[config.mk]
export PLATFORM = sky130hd
export DESIGN_NAME = chm_ctrl
export DESIGN_NICKNAME = d
export VERILOG_FILES = /design/src/design/chm_pkg.sv /design/src/design/chm_ctrl.sv
export SDC_FILE = /design/constraint.sdc
export NUM_CORES = 1
export LEC_CHECK = 0
export BUFFER_PORTS_ARGS = -buffer_cell sky130_fd_sc_hd__buf_2
export CAP_MARGIN = 25
export CORE_AREA = 2 2 54 56
export CTS_BUF_LIST = sky130_fd_sc_hd__clkbuf_8 sky130_fd_sc_hd__clkbuf_16
export DETAILED_ROUTE_END_ITERATION = 8
export DIE_AREA = 0 0 56 58
export GPL_ROUTABILITY_DRIVEN = 1
export PLACE_DENSITY = 0.5
export SETUP_SLACK_MARGIN = 0.15
export SLEW_MARGIN = 20
export SYNTH_ARGS = -nofsm -noshare
export SYNTH_HDL_FRONTEND = slang
export SYNTH_SLANG_ARGS = --single-unit
[constraint.sdc]
create_clock -name clk -period 1.8 [get_ports clk]
set_input_delay 0.36 -clock clk [delete_from_list [all_inputs] [get_ports clk]]
set_output_delay 0.36 -clock clk [all_outputs]
set_load 0.02 [all_outputs]
[src/design/chm_pkg.sv]
`timescale 1ns / 1ps
// Shared types, codes and constants of the chained hash map.
package chm_pkg;

	localparam int KEY_WIDTH = 32;
	localparam int VALUE_WIDTH = 32;
	localparam int CFG_WIDTH = 9;
	localparam int DEF_BUCKETS = 256;
	localparam int DEF_ENTRIES = 256;
	localparam int DIGIT_BITS = 4;
	localparam int KEY_DIGITS = (KEY_WIDTH + DIGIT_BITS - 1) / DIGIT_BITS;

	typedef enum logic [1:0] {
		ACT_PUT = 2'd0,
		ACT_GET = 2'd1,
		ACT_DEL = 2'd2,
		ACT_NOP = 2'd3
	} action_t;

	typedef struct packed {
		action_t                action;
		logic [KEY_WIDTH-1:0]   key;
		logic [VALUE_WIDTH-1:0] value;
	} request_t;

	typedef struct packed {
		logic                   found;
		logic [VALUE_WIDTH-1:0] read_value;
		logic                   status;
	} result_t;

	typedef struct packed {
		logic sweep;
		logic accept;
		logic div_step;
		logic head_read;
		logic load_here;
		logic entry_read;
		logic mark_found;
		logic advance;
		logic apply;
		logic load_result;
	} dp_cmd_t;

	typedef struct packed {
		logic sweep_last;
		logic div_last;
		logic here_nil;
		logic key_match;
		logic out_free;
		logic req_nop;
	} dp_status_t;

endpackage

[src/design/chm_ctrl.sv]
`timescale 1ns / 1ps
// Controller state machine of the chained hash map.
module chm_ctrl (
	input  logic                clk,
	input  logic                arst_n,
	input  logic                request_valid,
	output logic                request_stall,
	input  chm_pkg::dp_status_t st,
	output chm_pkg::dp_cmd_t    cmd
);

	typedef enum logic [8:0] {
		ST_INIT  = 9'b000000001,
		ST_IDLE  = 9'b000000010,
		ST_DIV   = 9'b000000100,
		ST_HEAD  = 9'b000001000,
		ST_LOAD  = 9'b000010000,
		ST_CHECK = 9'b000100000,
		ST_CMP   = 9'b001000000,
		ST_ACT   = 9'b010000000,
		ST_DONE  = 9'b100000000
	} state_t;

	state_t state_q, state_d;

	assign request_stall = (state_q != ST_IDLE);

	always_comb begin
		state_d = state_q;
		cmd = '0;
		case (state_q)
			ST_INIT: begin
				cmd.sweep = 1'b1;
				if (st.sweep_last) state_d = ST_IDLE;
			end
			ST_IDLE: begin
				if (request_valid) begin
					cmd.accept = 1'b1;
					state_d = st.req_nop ? ST_DONE : ST_DIV;
				end
			end
			ST_DIV: begin
				cmd.div_step = 1'b1;
				if (st.div_last) state_d = ST_HEAD;
			end
			ST_HEAD: begin
				cmd.head_read = 1'b1;
				state_d = ST_LOAD;
			end
			ST_LOAD: begin
				cmd.load_here = 1'b1;
				state_d = ST_CHECK;
			end
			ST_CHECK: begin
				if (st.here_nil) begin
					state_d = ST_ACT;
				end else begin
					cmd.entry_read = 1'b1;
					state_d = ST_CMP;
				end
			end
			ST_CMP: begin
				if (st.key_match) begin
					cmd.mark_found = 1'b1;
					state_d = ST_ACT;
				end else begin
					cmd.advance = 1'b1;
					state_d = ST_CHECK;
				end
			end
			ST_ACT: begin
				cmd.apply = 1'b1;
				state_d = ST_DONE;
			end
			ST_DONE: begin
				if (st.out_free) begin
					cmd.load_result = 1'b1;
					state_d = ST_IDLE;
				end
			end
			default: state_d = ST_INIT;
		endcase
	end

	always_ff @(posedge clk or negedge arst_n) begin
		if (!arst_n) state_q <= ST_INIT;
		else state_q <= state_d;
	end

endmodule

==> flow_metrics.env <==
export IMPL_initial_core_util=0.273
export IMPL_grt_util_all_layers=0.143
export IMPL_synth_top_cell_area_share=0.275
export IMPL_p_sw_mw=0.550
export IMPL_drive_gt1_frac=0.641
export IMPL_finClkSkew_ns=0.00515
export IMPL_synth_top_family_by_area="simple AND/OR/NAND/NOR gates"
export IMPL_synth_main_ff_cell="dfrtp_1"
export IMPL_p_comb_frac=0.607
export IMPL_synth_adder_area_share=0
export IMPL_grt_max_degree=10
export IMPL_synth_xor_area_share=0.0241
export IMPL_yosysWarnings=0
export IMPL_viasPerCell=4.93
export IMPL_drtIter0Drc=14
export IMPL_port_buffers=19
export IMPL_ys_async_sr_fraction=1.00
export IMPL_die_y_um=58
export IMPL_core_area_sq_um=2660
export IMPL_critical_path_max_fanout=4
export IMPL_p_leak_nw=0.537
export IMPL_utilization=0.449
export IMPL_cp_data_arrival_time_ns=1.69
export IMPL_relSlewSlack=0.718
export IMPL_holdPathStages=2
export IMPL_cts_buffers_inserted=3
export IMPL_setup_violations=12
export IMPL_drv_slew=0
export IMPL_ys_seq_area_frac=0.312
export IMPL_rsz0062_at_grt="yes"
export IMPL_placementRows=19
export IMPL_largest_register_ffs=9
export IMPL_htree_levels=1
export IMPL_pwr_share_seq=0.210
export IMPL_worst_pin_slew_ns=0.412
export IMPL_crit_path_end_kind="primary output"
export IMPL_synth_largest_area_cell="dfrtp_1"
export IMPL_cts_root_buf="clkbuf_8"
export IMPL_worstSetupPathType="reg -> out"
export IMPL_clk_latency_ns=0.24
export IMPL_syn_area_per_cell_sq_um=9.57
export IMPL_gp_congestion=0.834
export IMPL_wl_per_cell_um=14.4
export IMPL_clock_sinks=9
export IMPL_synth_compound_area_frac=0.107
export IMPL_fp_dieW_um=56
export IMPL_antenna_found_initial=0
export IMPL_clockBufferDepth=2
export IMPL_grt_overflow_total=0
export IMPL_worst_slack_ns=-0.255
export IMPL_first_pass_iters=4
export IMPL_status="complete, but fails checks"
export IMPL_fin_crit_sh=1.14
export IMPL_hold_viol=0
export IMPL_nets=127
export IMPL_routed_wl_mm=2.14
export IMPL_syn_num_nets=85
export IMPL_drc=0
export IMPL_powerDensity_nw_per_um2=1150
export IMPL_violations="negative setup slack"
export IMPL_synth_edf_count=0
export IMPL_ys_seq_elements=9
export IMPL_path_clk_slew_ns=0.05
export IMPL_diodes=0
export IMPL_grt_pass1_wl_mm=3.58
export IMPL_pin_count=20
export IMPL_hp_class="in -> reg"
export IMPL_synth_area_top_cells="dfrtp_1 28%, nor4b_4 6.5%, nor4_4 5.9%, nor2_1 5.7%, buf_4 4.1%"
export IMPL_power_share_switching=0.400
export IMPL_syn_inst=76
export IMPL_intPower_mw=0.825
export IMPL_dieArea_sq_um=3250
export IMPL_syn2layout_area_growth_pct=64.4
export IMPL_place_ws_ns=-0.0581
export IMPL_period_needed_ns=2.05
export IMPL_synthDistinctLibCells=36
export IMPL_grt_pass1_vias=767
export IMPL_clkPwrFrac=0.183
export IMPL_reg2reg_slack_ns=-0.06
export IMPL_clock_fmax_mhz=487
export IMPL_cap_violations=0
export IMPL_synth_simple_area_share=0.465
export IMPL_setup_worst_path_start_class="flop"
export IMPL_muxShareOfSynthArea=0
export IMPL_tritoncts="done"
export IMPL_vias=730
export IMPL_synth_area_sq_um=727
export IMPL_peakVddDrop_mv=0.577
export IMPL_antenna_left=0
export IMPL_largest_register="state_q"
export IMPL_cp_data_required_time_ns=1.44
export IMPL_reg2reg_depth=8
export IMPL_reg_top3="state_q: 9 flops"
export IMPL_place_hpwl_mm=1.41
final timing paths:
path	start	endpoint
worst max-delay path	state_q[6]$_DFFE_PN0P_	cmd[7]
worst min-delay path	st[3]	state_q[6]$_DFFE_PN0P_
max in group asynchronous	arst_n	state_q[0]$_DFFE_PN1P_
worst min register to register	state_q[5]$_DFFE_PN0P_	state_q[0]$_DFFE_PN1P_
min in group asynchronous	arst_n	state_q[1]$_DFFE_PN0P_
worst max register to register	state_q[1]$_DFFE_PN0P_	state_q[0]$_DFFE_PN1P_
through the flow:
step	std cells	hold slack, ns	power (mW)	setup TNS (ns)	cell area, sq um
after floorplan	76	0.0644	0.690	-0.00330	752
after global placement	133	0.232	0.841	-0.0184	927
after detailed placement	133	0.236	0.836	-0.108	927
after CTS	145	0.286	1.26	-1.48	1120
after global routing	148	0.293	1.47	-2.65	1190
final	148	0.295	1.38	-1.60	1190
power groups by stage:
stage                     clock, mW  sequential [mW]  combinational (mW)
after floorplan                   0            0.266               0.424
after global placement            0            0.295               0.546
after detailed placement          0            0.291               0.545
after CTS                     0.253            0.287               0.723
after global routing          0.274            0.292               0.899
final                         0.251            0.288               0.836
synth_stat cells (all sizes together), types with 2 or more instances:
master  number
nor2        12
dfrtp        8
o21ai        8
buf          6
nor4b        5
inv          4
nor3         4
nor4         4
nand2        3
and3         2
o31ai        2
xor2         2
area by class of cell:
type                            instances  area, sq um
Sequential cell                         9          233
Tap cell                               31         38.8
Timing Repair Buffer                   43          332
Inverter                                4         15.0
Clock buffer                            3         41.3
Clock inverter                          1         3.75
Multi-Input combinational cell         57          532
Fill cell                             264         1470
logic make-up (layout without fill, tap and decap cells):
family / count (synthesis) / count (layout)
AOI/OAI and AO/OA: 13 / 13
xor gates and xnor gates: 2 / 2
and+or+nand+nor: 42 / 42
buffers and inverters: 10 / 51
DFF: 9 / 9
layout by cell type, fill, tap and decap left out, types with 2 or more instances in the layout:
| master | count |
|---|---|
| clkbuf_8 | 3 |
| nor3_4 | 2 |
| o21ai_0 | 3 |
| dfrtp_2 | 5 |
| buf_4 | 27 |
| inv_1 | 5 |
| xor2_1 | 2 |
| nor2_4 | 2 |
| nor4_4 | 4 |
| o21ai_2 | 2 |
| nand2_1 | 2 |
| nor3_1 | 2 |
| nor2_2 | 2 |
| o21ai_1 | 3 |
| and3_1 | 2 |
| nor4b_2 | 2 |
| buf_6 | 7 |
| nor2_1 | 8 |
| nor4b_4 | 2 |
| buf_2 | 8 |
| dfrtp_1 | 3 |
per-layer routing:
| metal | part of all wire | up-vias | track usage |
|---|---|---|---|
| met5 | 0 | - | 0 |
| li1 | - | 359 | - |
| met2 | 0.47 | 26 | 0.237 |
| met3 | 0.060 | 7 | 0.0424 |
| met4 | 0.023 | 0 | 0.0544 |
| met1 | 0.44 | 338 | 0.175 |
repair_timing:
item,in CTS,in global routing
setup buffers,7,3
hold buffers,1,0
hold endpoints to repair,8,0
endpoints found under the setup margin,14,15
pin swaps,10,5
gates resized for setup,25,12
cloned,0,0
worst max-delay path: stages (launching register included):
cell     delay, ns
dfrtp_2       0.44
or3_4         0.41
nor4_4        0.17
nor4b_4       0.25
buf_4         0.18
Note: power is estimated with default switching activity, not from simulation.
